File: src/hw/rtl/sll_pkg.sv
// sll_pkg: shared types and constants for the sample location lookup
// used by sll_front, sll_engine and sample_location_lookup
package sll_pkg;

	localparam int RUN_DEPTH   = 256;
	localparam int SIZE_DEPTH  = 4096;
	localparam int CHUNK_DEPTH = 1024;
	localparam int RUN_AW      = $clog2(RUN_DEPTH);
	localparam int SIZE_AW     = $clog2(SIZE_DEPTH);
	localparam int CHUNK_AW    = $clog2(CHUNK_DEPTH);
	localparam int CNT_W       = RUN_AW + 1;

	localparam logic [1:0] OP_LOAD_RUN   = 2'd0;
	localparam logic [1:0] OP_LOAD_SIZE  = 2'd1;
	localparam logic [1:0] OP_LOAD_CHUNK = 2'd2;
	localparam logic [1:0] OP_QUERY      = 2'd3;

	localparam logic [1:0] REG_DEFAULT_SIZE = 2'd0;
	localparam logic [1:0] REG_SAMPLE_COUNT = 2'd1;
	localparam logic [1:0] REG_RUN_COUNT    = 2'd2;
	localparam logic [1:0] REG_MDAT_BASE    = 2'd3;

	typedef struct packed {
		logic [31:0] default_sample_size;
		logic [31:0] sample_count;
		logic [8:0]  run_entry_count;
		logic [31:0] mdat_base_offset;
	} cfg_t;

	typedef struct packed {
		logic        is_query;
		logic        wr_run;
		logic        wr_size;
		logic        wr_chunk;
		logic [11:0] entry_index;
		logic [31:0] first_value;
		logic [31:0] chunk_run_length;
		logic [31:0] sample_number;
	} item_t;

	typedef struct packed {
		logic [31:0] chunk_number;
		logic [31:0] index_in_chunk;
		logic [31:0] offset_in_chunk;
		logic [31:0] chunk_offset;
		logic [31:0] sample_size;
		logic [31:0] mdat_offset;
		logic        lookup_error;
	} result_t;

endpackage

File: src/hw/rtl/sll_front.sv
// sll_front: accepts input transactions, decodes the op and range checks loads
// holds a two-entry queue toward sll_engine; depends on sll_pkg
module sll_front (
	input  logic                 clk,
	input  logic                 arst_n,
	input  logic                 in_valid,
	output logic                 in_ready,
	input  logic [1:0]           op,
	input  logic [11:0]          entry_index,
	input  logic [31:0]          first_value,
	input  logic [31:0]          chunk_run_length,
	input  logic [31:0]          sample_number,
	output logic                 q_valid,
	input  logic                 q_pop,
	output sll_pkg::item_t       q_item
);

	sll_pkg::item_t slot_q [2];
	logic [1:0] count_q;
	logic       rd_q;
	logic       wr_q;
	sll_pkg::item_t cls;
	logic       push;
	logic       pop;

	always_comb begin
		cls.is_query         = (op == sll_pkg::OP_QUERY);
		cls.wr_run           = (op == sll_pkg::OP_LOAD_RUN) &&
			({20'd0, entry_index} < 32'(sll_pkg::RUN_DEPTH));
		cls.wr_size          = (op == sll_pkg::OP_LOAD_SIZE) &&
			({20'd0, entry_index} < 32'(sll_pkg::SIZE_DEPTH));
		cls.wr_chunk         = (op == sll_pkg::OP_LOAD_CHUNK) &&
			({20'd0, entry_index} < 32'(sll_pkg::CHUNK_DEPTH));
		cls.entry_index      = entry_index;
		cls.first_value      = first_value;
		cls.chunk_run_length = chunk_run_length;
		cls.sample_number    = sample_number;
	end

	assign in_ready = (count_q != 2'd2);
	assign q_valid  = (count_q != 2'd0);
	assign q_item   = slot_q[rd_q];
	assign push     = in_valid && in_ready;
	assign pop      = q_pop && q_valid;

	always_ff @(posedge clk) begin
		if (push) begin
			slot_q[wr_q] <= cls;
		end
	end

	always_ff @(posedge clk or negedge arst_n) begin
		if (!arst_n) begin
			count_q <= 2'd0;
			rd_q    <= 1'b0;
			wr_q    <= 1'b0;
		end else begin
			if (push) begin
				wr_q <= ~wr_q;
			end
			if (pop) begin
				rd_q <= ~rd_q;
			end
			if (push && !pop) begin
				count_q <= count_q + 2'd1;
			end else if (pop && !push) begin
				count_q <= count_q - 2'd1;
			end
		end
	end

endmodule

File: config.mk
export PLATFORM = sky130hd
export DESIGN_NAME = sll_front
export DESIGN_NICKNAME = d
export VERILOG_FILES = /design/src/hw/rtl/sll_pkg.sv /design/src/hw/rtl/sll_front.sv
export SDC_FILE = /design/constraint.sdc
export NUM_CORES = 1
export LEC_CHECK = 0
export ABC_AREA = 1
export BUFFER_PORTS_ARGS = -buffer_cell sky130_fd_sc_hd__buf_4
export CORE_UTILIZATION = 47
export DETAILED_ROUTE_END_ITERATION = 12
export GPL_TIMING_DRIVEN = 0
export PLACE_DENSITY = 0.76
export SYNTH_ARGS = -nofsm -noshare
export SYNTH_HDL_FRONTEND = slang
export SYNTH_SLANG_ARGS = --single-unit
File: constraint.sdc
create_clock -name clk -period 5.56 [get_ports clk]
set_clock_uncertainty 0.2 [all_clocks]
set_input_delay 1.112 -clock clk [delete_from_list [all_inputs] [get_ports clk]]
set_output_delay 1.112 -clock clk [all_outputs]
set_load 0.05 [all_outputs]
Yosys cells after proc, flatten, opt, wreduce, memory -nomap -nowiden
Memory sizes are Yosys's and may differ from the RTL's.
Index checks and enable logic that the tools add are counted.
{"block": "totals", "reg_bits": 4, "ram_bits": 224, "output_inout_bits": 114, "mem_count": 1, "in_bits": 114}
{"name": "slot_q", "words": 2, "width": 112, "rd": 1, "rd_ports_with_merged_regs": 0, "write_ports": 1, "line": "sll_front.sv:18", "source": "sll_pkg::item_t slot_q [2];"}
{"block": "classes", "n_mux": 4, "reduce_logical": 11, "order_cmp": 2, "eq_ne": 4, "bitwise": 2, "add_sub_neg": 2}
{"op": "12-bit by 11-bit < comparator with 1-bit output, second input constant", "count": 1}
{"op": "12-bit by 9-bit < comparator with 1-bit output, second input constant", "count": 1}
{"op": "1-bit logical AND", "count": 6}
{"op": "2-bit == test, second input constant", "count": 2}
{"op": "2-bit 2-to-1 mux", "count": 2}
{"op": "2-bit nonzero test", "count": 2}
{"op": "2-bit by 1-bit adder with 2-bit output, second input constant", "count": 1}
{"op": "2-bit by 1-bit == test with 1-bit output, second input constant", "count": 1}
{"op": "1-bit zero test", "count": 2}
{"op": "2-bit zero test", "count": 1}
{"op": "1-bit 2-to-1 mux", "count": 2}
{"op": "2-bit inequality test, second input constant", "count": 1}
{"op": "1-bit inverter", "count": 2}
{"op": "2-bit by 1-bit subtractor with 2-bit output, second input constant", "count": 1}

Depth between registers and ports, before layout
Gate-level depths: netlist (run 1).
{"block": "depth", "depth_word": 6, "mapped_depth": 10, "ltp_nobuf": 10}

Worst setup path before layout (run 1)
OpenSTA, ideal clock, no wires.
{"block": "synth_path", "path_type": "in2reg", "start": "input port in_valid", "end": "memory slot_q[0][0] in the netlist's numbering (enable)", "arrival_time_ns": 5.909, "setup_time_ns": 0.585, "cell_stages": 2, "required_ns": 4.775, "setup_slack_ns": -1.134, "path_buffers": 0, "path_cell_list": "nand2_1 -> nor2_1"}
{"block": "synth_between", "elab_chain_cells": 3}
{"element": "start: declaration", "line": "sll_front.sv:6", "source": "input logic in_valid,"}
{"element": "1-bit logical AND", "line": "sll_front.sv:43", "source": "assign push = in_valid && in_ready;"}
{"element": "1-bit 2-to-1 mux", "line": "sll_front.sv:47", "source": "if (push) begin"}
{"element": "1-bit 2-to-1 mux (implied by the code)", "line": "sll_front.sv:48", "source": "slot_q[wr_q] <= cls;"}
{"element": "end: declaration", "line": "sll_front.sv:18"}
No other way between the ends.

==> impl_results.md, run 1 <==
- Crit path kind: register to primary output
- Post-route minimum period: 3.10 ns
- Iteration-0 DRC Markers: 278
- Comb pwr share: 0.484
- CTS tree: done
- Routed Antenna Nets: 0
- Die boundary height: 136 µm
- Initial antenna violation count: 0
- GRT Total Usage: 0.188
- H-tree levels: 1
- Top cell type's share of synthesized area: 0.797
- Syn Inst Count: 624
- Hold WS: 0.188 ns
- Site Rows: 48
- Ratio of final minimum period to clock period: 0.557
- Drt first pass iters: 4
- Post-synth top area cell: edfxtp_1
- Status: complete, no violations
- Synth Flop Type: edfxtp_1
- Hpwl dp: 12,100 µm
- Top post-synthesis cells by count: nand2_1, edfxtp_1, buf_2
- Vias in the first global route: 5,393
- Slowest cell on crit path: dfrtp_1
- Chip width: 136 µm
- Nets: 998
- Worst r2r src: count_q[0]$_DFFE_PN0P_
- Total congestion overflow: 0
- Setup crit start: rd_q$_DFFE_PN0P_
- Crit path arrival time: 1.79 ns
- Via count: 5,362
- Clock share of power: 0.185
- Wire per inst: 15.6 µm
- Crit-path max cell delay: 0.36 ns
- Drt total wl: 17,500 µm
- Fin cells: 1,123
- Relative max-transition margin: 0.325
- Critical-path cell list: buf_4 -> inv_4 -> buf_6 -> buf_6 -> nand2_1 -> nand2_1 -> buf_4
- Pin count of the biggest net entering global routing: 34
- CORE AREA: 0.0174 mm²
- Global-route wire length before repair: 26,800 µm
- Mapped Area: 0.00844 mm²
- Syn_area_per_cell: 13.5 µm²
- Setup crit end kind: primary output
- Int Power: 4.08 mW
- CTS clk-pin slew, worst paths: 0.06 ns
- Layout area overhead: 33.2%
- Total Power: 7.35 mW
- Least-Margin Pin Slew: 1.01 ns
- Postcts setup bufs: 0
- Max-cap violation count: 0
- Synth unique cells: 16
- Ports: 228
- Ant diodes: 0
- Clock Path Buffers: 3
- # setup viols final: 0
- Die area: 0.0185 mm²
- Initial core utilization: 0.485
- Sequential-to-total area share from yosys stat: 0.809
- Placed insts: 1,083
- Sequential power share: 0.331
- Number of synthesized flops with an enable pin: 224
- Highest Clock Rate: 0.323 GHz
- Crit path max fanout: 10
- Mapped Nets: 739
- Synth async-reset ratio: 0.0175
- Reg2reg setup slack: 3.15 ns
- Peak VDD IR: 0.423 mV
- Crit path launch type: register
- Hold Path Class: input pin to async pin
- YS warnings: 0
- Final hold vios: 0
- Leading post-synthesis cells by cell area: edfxtp_1, nand2_1, buf_6
- Share of layout cells above drive strength 1: 0.324
- Vias per cell: 4.77
- Hold Buf Count CTS: 0
- Post-CTS Resized: 0
- Net Sw Frac: 0.445
- Final slew viol count: 0
- Count leader, synth: nand2_1
- Pleak: 4.83 nW
- Power per cell area: 654 mW/mm²
- RSZ-0062 raised after global routing: no
- Buffers on Ports: 227
- Num Clock Sinks: 228
- Clock latency on the worst-skew pair: 0.51 ns
- WP data required: 4.25 ns
- Root buf cell: clkbuf_16
- Post-route DRC violation count: 0
- Flops & latches, synth: 228
- CTS buffer count: 23
- Fill count: 1,291
- Switch Pwr: 3.27 mW
- Sum Neg Setup Slack: 0 ns
- GP Congestion: 0.728
==> layout make-up <==
cell class,instances,area [µm²],share of cell area
Buffer,25,186,0.0166
Clock buffer,33,613,0.0546
Clock inverter,7,37.5,0.00334
Inverter,10,40.0,0.00356
Multi-Input combinational cell,361,1400,0.125
Sequential cell,228,6830,0.607
Tap cell,225,282,0.0251
Timing Repair Buffer,234,1850,0.165
==> cells in the final DEF, fill, tap and decap left out, drive strengths merged, types with 2 or more instances in the layout <==
master / n
nand2: 348
inv: 11
dfrtp: 4
edfxtp: 224
clkinv: 5
buf: 259
or2: 2
nor3: 2
nor2: 3
nand3: 2
clkbuf: 33
==> worst max-delay path, delay by kind of cell (launching register included) <==
kind	cells	cell delay [ns]
buffers and inverters	5	0.78
DFF	1	0.36
and+or+nand+nor	2	0.13
==> flip-flops by register name, summed over array words and instances, names as in the netlist <==
name / count
wr_q: 1
slot_q: 224
rd_q: 1
count_q: 2
==> through the flow <==
step	instance area (µm²)	setup slack, ns	utilization
final	11200	2.46	0.645
after global routing	11200	2.34	0.645
after CTS	11200	2.42	0.645
after detailed placement	10600	2.52	0.608
after global placement	10400	-3.94	0.599
after floorplan	8440	-1.13	-
==> logic make-up after synthesis <==
| group | Yosys count | synth area share |
|---|---|---|
| adder cells (fa/ha/maj) | 1 | 0.00148 |
| buffers and inverters | 35 | 0.0268 |
| flip-flops | 228 | 0.809 |
| XOR/XNOR | 2 | 0.00208 |
| AND/OR/NAND/NOR | 358 | 0.161 |
==> worst paths after layout <==
kind | end | cells past startpoint
min in group clk | count_q[0]$_DFFE_PN0P_ | 1
worst max-delay path | q_item[69] | 7
worst min-delay path | wr_q$_DFFE_PN0P_ | 1
worst min register to register | count_q[0]$_DFFE_PN0P_ | 1
worst max register to register | slot_q[1][69]$_DFFE_PP_ | 5
max in group asynchronous | count_q[1]$_DFFE_PN0P_ | 1
==> power by group through the flow <==
stage	Sequential (mW)	Clock [mW]	Combinational, mW
2_1_floorplan	2.52	0	2.41
3_3_place_gp	2.58	0	3.47
3_5_place_dp	2.47	0	3.60
4_1_cts	2.43	1.39	3.60
5_1_grt	2.46	1.46	3.77
6_report	2.43	1.36	3.56
==> per-layer routing <==
layer	GRT usage	routed length, µm	up-vias
met5	0	0	-
met2	0.328	9010	179
met4	0.0784	602	0
li1	-	-	2614
met3	0.0462	1330	45
met1	0.222	6600	2524
Power figures use the tool's default switching activity.
==> inputs of run 2 (changes only) <==
--- a/config.mk
+++ b/config.mk
@@ -7,10 +7,10 @@
 export LEC_CHECK = 0
 export ABC_AREA = 1
 export BUFFER_PORTS_ARGS = -buffer_cell sky130_fd_sc_hd__buf_4
-export CORE_UTILIZATION = 47
+export CORE_UTILIZATION = 50
 export DETAILED_ROUTE_END_ITERATION = 12
 export GPL_TIMING_DRIVEN = 0
-export PLACE_DENSITY = 0.76
+export PLACE_DENSITY = 0.77
 export SYNTH_ARGS = -nofsm -noshare
 export SYNTH_HDL_FRONTEND = slang
 export SYNTH_SLANG_ARGS = --single-unit
==> constraint.sdc (replaced) <==
create_clock -name clk -period 3 [get_ports clk]
set_clock_uncertainty 0.2 [all_clocks]
set_input_delay 0.6 -clock clk [delete_from_list [all_inputs] [get_ports clk]]
set_output_delay 0.6 -clock clk [all_outputs]
set_load 0.05 [all_outputs]
==> run 2 against run 1 <==
Net effect:
- die area is 5.9% lower
- critical path depth is the same
- highest routed layer unchanged
- critical path type unchanged
- hold slack worse by 0.10 ns
- count of clock-buffer cells in the layout shrank 6
- largest power group unchanged
- clock power is 110% higher
- register-to-register slack got worse by 2.3 ns
==> impl_results.md, run 2 (synthesis gave the netlist of run 1 again) <==
- Max-cap violation count: 0 (unchanged)
- Int Power: 7.95 mW (+95%)
- Switch Pwr: 6.10 mW (+86%)
- Placed insts: 1,079 (-0.37%)
- Hold path start: first_value[31]
- GRT Total Usage: 0.194 (+0.00585)
- Pleak: 4.93 nW (+2.0%)
- CORE AREA: 0.0165 mm² (-5.1%)
- Peak VDD IR: 0.958 mV (+130%)
- GP Congestion: 0.723 (-0.66%)
- Die boundary height: 132 µm (-3.0%)
- Highest Clock Rate: 0.380 GHz
- Net Sw Frac: 0.434 (-0.0109)
- Post-route DRC violation count: 0 (unchanged)
- Iteration-0 DRC Markers: 277 (-0.36%)
- Most frequent cells in the layout: nand2_1, buf_4, edfxtp_1, clkbuf_16, buf_2
- Routed Antenna Nets: 0 (unchanged)
- # setup viols final: 0 (unchanged)
- Postcts setup bufs: 0 (unchanged)
- Root buf cell: clkbuf_16
- Post-route minimum period: 2.63 ns
- Met3 Routed Length: 1210 µm (-9.1%)
- Worst r2r src: count_q[0]$_DFFE_PN0P_
- Die area: 0.0174 mm² (-5.9%)
- Global-route wire length before repair: 26,200 µm (-2.1%)
- Crit path arrival time: 1.83 ns (+0.04 ns)
- Total congestion overflow: 0 (unchanged)
- CTS tree: done
- Hold Path Stages: 1
- Initial antenna violation count: 0 (unchanged)
- Hpwl dp: 11,800 µm (-2.9%)
- Pin count of the biggest net entering global routing: 33 (-2.9%)
- Drt first pass iters: 4 (unchanged)
- Uppermost layer routed: met4
- Sequential power share: 0.321 (-0.010)
- Initial core utilization: 0.511 (+0.0262)
- WP data required: 2.20 ns (-2.05 ns)
- Comb pwr share: 0.474 (-0.010)
- Fin cells: 1,122 (-0.089%)
- Clock share of power: 0.205 (+0.020)
- Largest registers: slot_q: 224 flops, count_q: 2 flops
- CTS buffer count: 24 (+4.3%)
- Ratio of final minimum period to clock period: 0.877
- Vias per cell: 4.77 (about the same)
- Buffers on Ports: 227 (unchanged)
- Site Rows: 47 (-2.1%)
- Reg with most FFs: slot_q
- Sum Neg Setup Slack: 0 ns (unchanged)
- Post-route setup slack: 0.368 ns (-2.09 ns)
- Post-Route Utilization: 0.691 (+0.0461)
- Status: complete, no violations
- Reg2reg setup slack: 0.86 ns (-2.29 ns)
- Relative max-transition margin: 0.563 (+0.238)
- Chip width: 132 µm (-3.0%)
- Crit path kind: register to primary output
- Share of layout cells above drive strength 1: 0.331 (+0.00743)
- M1 WL: 6690 µm (+1.4%)
- Hold Path Class: input pin to register
- Pre-CTS setup slack: 0.689 ns (-1.83 ns)
- Power per cell area: 1230 mW/mm² (+88%)
- Wire length on met2: 8820 µm (-2.0%)
- Clock latency on the worst-skew pair: 0.50 ns (about the same)
- Crit path max fanout: 10 (unchanged)
- Num Clock Sinks: 228 (unchanged)
- Number of flip-flops in the largest register: 224 (unchanged)
- Wire per inst: 15.4 µm (-1.1%)
- Most common cell after layout, fill and taps aside: nand2_1
- Hold Path Sink: slot_q[1][95]$_DFFE_PP_
- CTS clk-pin slew, worst paths: 0.06 ns (about the same)
- Ant diodes: 0 (unchanged)
- Worst r2r dst: slot_q[1][94]$_DFFE_PP_
- Drt total wl: 17,300 µm (-1.2%)
- Nets: 1,001 (+0.30%)
- RSZ-0062 raised after global routing: no
- Worst reg2reg path depth: 6 (+1)
- Fill count: 1,131 (-12%)
- Crit path launch type: register
- Layout area overhead: 35.4%
- Via count: 5,357 (-0.093%)
- Setup crit end kind: primary output
- Total Power: 14.0 mW (+91%)
- Vias in the first global route: 5,245 (-2.7%)
- Clock Path Buffers: 3 (unchanged)
- Ports: 228 (unchanged)
- H-tree levels: 1 (unchanged)
- Final slew viol count: 0 (unchanged)
- Least-Margin Pin Slew: 0.654 ns (-0.356 ns)
- Final hold vios: 0 (unchanged)
## run 2: area by class of cell
| type | count | area, µm² | area share |
|---|---|---|---|
| sequential | 228 | 6830 | 0.598 |
| timing repair buffer | 236 | 1900 | 0.167 |
| multi-input combinational | 361 | 1420 | 0.124 |
| clock buffer | 27 | 633 | 0.0554 |
| tap | 220 | 275 | 0.0241 |
| buffer | 25 | 186 | 0.0163 |
| clock inverter | 15 | 143 | 0.0125 |
| inverter | 10 | 40.0 | 0.00350 |
## run 2: worst max-delay path, stage by stage (launching register included)
cell     delay (ns)
dfrtp_1        0.36
buf_4          0.17
inv_4          0.08
buf_6          0.19
buf_6          0.16
nand2_1        0.06
nand2_1        0.10
buf_4          0.21
## run 2: power by group through the flow
stage / combinational, mW / sequential, mW / clock, mW
after floorplan: 4.50 / 4.58 / 0
after global placement: 6.44 / 4.62 / 0
after detailed placement: 6.70 / 4.58 / 0
after CTS: 6.72 / 4.51 / 2.93
after global routing: 7.01 / 4.57 / 3.04
final: 6.66 / 4.51 / 2.88
## run 2: repair_timing
item,in CTS,in global routing
hold buffers,1,0
hold endpoints to repair,4,0
resized for setup,0,0
## run 2: per-stage QoR
stage	hold slack [ns]	instance area [µm²]
2_1_floorplan	0.104	8470
3_3_place_gp	0.200	10400
5_1_grt	0.0600	11400
4_1_cts	0.0623	11400
3_5_place_dp	0.201	10600
6_report	0.0848	11400
## run 2: worst max path at each step
| stage | startpoint | to | depth (start not counted) |
|---|---|---|---|
| detailed placement | in_valid | slot_q[1][30]$_DFFE_PP_ | 5 |
| CTS | rd_q$_DFFE_PN0P_ | q_item[73] | 7 |
| floorplan | count_q[0]$_DFFE_PN0P_ | slot_q[0][0]$_DFFE_PP_ | 4 |
| global placement | in_valid | slot_q[0][28]$_DFFE_PP_ | 3 |
| finish | rd_q$_DFFE_PN0P_ | q_item[73] | 7 |
| global route | rd_q$_DFFE_PN0P_ | q_item[73] | 6 |
## run 2: metal layers
metal | global-route usage | up-vias
li1 | - | 2625
met1 | 0.230 | 2508
met2 | 0.338 | 184
met3 | 0.0461 | 40
met4 | 0.0853 | 0
met5 | 0 | -
==> inputs of run 3 (changes only) <==
--- a/config.mk
+++ b/config.mk
@@ -7,10 +7,11 @@
 export LEC_CHECK = 0
 export ABC_AREA = 1
 export BUFFER_PORTS_ARGS = -buffer_cell sky130_fd_sc_hd__buf_4
-export CORE_UTILIZATION = 50
+export CORE_UTILIZATION = 40
 export DETAILED_ROUTE_END_ITERATION = 12
 export GPL_TIMING_DRIVEN = 0
-export PLACE_DENSITY = 0.77
+export PLACE_DENSITY = 0.64
+export SETUP_SLACK_MARGIN = 0.4
 export SYNTH_ARGS = -nofsm -noshare
 export SYNTH_HDL_FRONTEND = slang
 export SYNTH_SLANG_ARGS = --single-unit
==> run 3 against run 2 <==
Net effect:
- core utilization decreased by 13 points
- critical endpoint is now q_item[82]
- critical path type unchanged
- critical path depth unchanged
- cell count increased by 4.4%
- die area increased by 25%
- sequential share of layout area decreased by 0.74 points
- first-iteration DRC count decreased by 19%
==> impl_results.md, run 3 (synthesis gave the netlist of run 1 again) <==
- Total congestion overflow: 0 (unchanged)
- Drt first pass iters: 4 (unchanged)
- Number of flip-flops in the largest register: 224 (unchanged)
- Crit-path max cell delay: 0.36 ns (about the same)
- Power per cell area: 1220 mW/mm² (-0.78%)
- Clock Path Buffers: 3 (unchanged)
- CTS clk-pin slew, worst paths: 0.06 ns (about the same)
- Vias per cell: 4.44 (-6.9%)
- Status: complete, no violations
- Chip width: 147 µm (+12%)
- Initial core utilization: 0.413 (-0.0976)
- Root buf cell: clkbuf_16
- Setup crit end kind: primary output
- Peak VDD IR: 0.739 mV (-23%)
- Top delay family on crit path: buffers and inverters
- Post-route minimum period: 2.53 ns (-0.0968 ns)
- Num Clock Sinks: 228 (unchanged)
- Via count: 5,205 (-2.8%)
- Placed insts: 1,129 (+4.6%)
- Crit path arrival time: 1.73 ns (-0.10 ns)
- Final slew viol count: 0 (unchanged)
- Post-route DRC violation count: 0 (unchanged)
- Iteration-0 DRC Markers: 223 (-19%)
- Pin count of the biggest net entering global routing: 33 (unchanged)
- GRT Total Usage: 0.163 (-0.0311)
- Fin cells: 1,171 (+4.4%)
- Worst reg2reg path depth: 6 (unchanged)
- Critical-path cell list: buf_4 -> inv_4 -> buf_12 -> buf_6 -> nand2_1 -> nand2_1 -> buf_4
- WP data required: 2.20 ns (about the same)
- Share of layout cells above drive strength 1: 0.329 (-0.00296)
- Final Instance Area: 0.0116 mm² (+1.2%)
- Pre-CTS setup slack: 0.571 ns (-0.117 ns)
- Postcts setup bufs: 0 (unchanged)
- Initial antenna violation count: 0 (unchanged)
- Most common cell after layout, fill and taps aside: nand2_1
- Ant diodes: 0 (unchanged)
- RSZ-0062 raised after global routing: yes
- Ratio of final minimum period to clock period: 0.845 (-0.0323)
- # setup viols final: 0 (unchanged)
- Vias in the first global route: 5,097 (-2.8%)
- Layout area overhead: 37.1%
- H-tree levels: 1 (unchanged)
- Final hold vios: 0 (unchanged)
- WP depth: 7 (unchanged)
- Crit path kind: register to primary output
- CORE AREA: 0.0204 mm² (+24%)
- Relative max-transition margin: 0.462 (-0.101)
- Highest Clock Rate: 0.395 GHz (+3.8%)
- Post-route setup slack: 0.465 ns (+0.0968 ns)
- Hpwl dp: 12,000 µm (+2.1%)
- Largest registers: slot_q: 224 flops, count_q: 2 flops
- Wire per inst: 15.3 µm (-1.1%)
- Buffers on Ports: 227 (unchanged)
- Nets: 1,001 (unchanged)
- CTS buffer count: 24 (unchanged)
- Clock latency on the worst-skew pair: 0.51 ns (about the same)
- Crit path launch type: register
- Drt total wl: 17,900 µm (+3.3%)
- Most frequent cells in the layout: nand2_1, edfxtp_1, buf_4, buf_6, clkbuf_16
- Fill count: 1,663 (+47%)
- Site Rows: 52 (+11%)
- Pleak: 4.93 nW (about the same)
- Routed Antenna Nets: 0 (unchanged)
- Die boundary height: 147 µm (+12%)
- Hold Path Stages: 1 (unchanged)
- CTS tree: done
- Post-Place Cell Area: 0.0107 mm² (+0.61%)
- Slowest cell on crit path: dfrtp_1
- Global-route wire length before repair: 27,400 µm (+4.4%)
- Crit path max fanout: 10 (unchanged)
- GP Congestion: 0.732 (+1.2%)
- Reg with most FFs: slot_q
- Die area: 0.0217 mm² (+25%)
- Least-Margin Pin Slew: 0.806 ns (+0.151 ns)
- Max-cap violation count: 0 (unchanged)
- Buffers plus inverters on the worst setup path: 5 (unchanged)
- Ports: 228 (unchanged)
- Hold Path Class: input pin to register
[run 3: cell count changes in the layout (fill, tap and decap cells not counted)]
| cell | delta |
|---|---|
| buf_2 | -7 |
| nand2_4 | -2 |
| buf_8 | +1 |
| buf_16 | -2 |
| nand2_8 | +2 |
| clkinv_2 | -1 |
| buf_4 | -23 |
| bufinv_16 | -2 |
| buf_12 | +3 |
| buf_6 | +26 |
| clkinv_1 | -2 |
| clkbuf_1 | +4 |
| clkbuf_4 | +2 |
[run 3: through the flow]
| step | power (mW) | hold WS (ns) | utilization | setup TNS, ns |
|---|---|---|---|---|
| 2_1_floorplan | 9.10 | 0.104 | - | 0 |
| 3_3_place_gp | 11.2 | 0.202 | 0.515 | -237.59 |
| 3_5_place_dp | 11.3 | 0.203 | 0.524 | 0 |
| 4_1_cts | 14.1 | 0.0514 | 0.560 | 0 |
| 5_1_grt | 14.8 | 0.0533 | 0.566 | 0 |
| 6_report | 14.1 | 0.0685 | 0.566 | 0 |
[run 3: final cells by class]
class	count	area [µm²]	area share
plain buffers	25	216	0.0187
clock buffers	31	648	0.0560
clock inverters	10	70.1	0.00606
inverters	10	40.0	0.00346
multi-input cells	361	1430	0.124
flip-flops and latches	228	6830	0.590
well taps	270	338	0.0292
repair buffers	236	1990	0.172
[run 3: what timing repair did]
item,4_1_cts,5_1_grt
endpoints found under the setup margin,41,70
resized for setup,4,38
endpoints found under the hold margin,4,0
pin swaps,0,0
hold buffers,1,0
[run 3: report_power, final]
part | switching (mW) | leakage [nW] | internal [mW] | total (mW)
clock | 1.13 | 0.349 | 1.60 | 2.72
sequential | 0.159 | 2.13 | 4.34 | 4.50
combinational | 4.88 | 2.45 | 2.01 | 6.89
[run 3: metal layers]
| metal | routed length (µm) | part of all wire | up-vias | global-route usage |
|---|---|---|---|---|
| met5 | 0 | 0 | - | 0 |
| li1 | - | - | 2619 | - |
| met2 | 9000 | 0.50 | 171 | 0.281 |
| met1 | 7160 | 0.40 | 2393 | 0.202 |
| met3 | 1460 | 0.081 | 22 | 0.0429 |
| met4 | 281 | 0.016 | 0 | 0.0454 |
[run 3: worst paths after layout]
kind | to | slack [ns] | from
setup / recovery | q_item[82] | 0.47 | rd_q$_DFFE_PN0P_
hold / removal | slot_q[1][102]$_DFFE_PP_ | 0.07 | entry_index[6]
setup reg to reg | slot_q[1][90]$_DFFE_PP_ | 0.72 | count_q[0]$_DFFE_PN0P_
hold reg to reg | count_q[0]$_DFFE_PN0P_ | 0.33 | count_q[0]$_DFFE_PN0P_
max in group asynchronous | rd_q$_DFFE_PN0P_ | 2.23 | arst_n
min in group asynchronous | count_q[0]$_DFFE_PN0P_ | 0.25 | arst_n
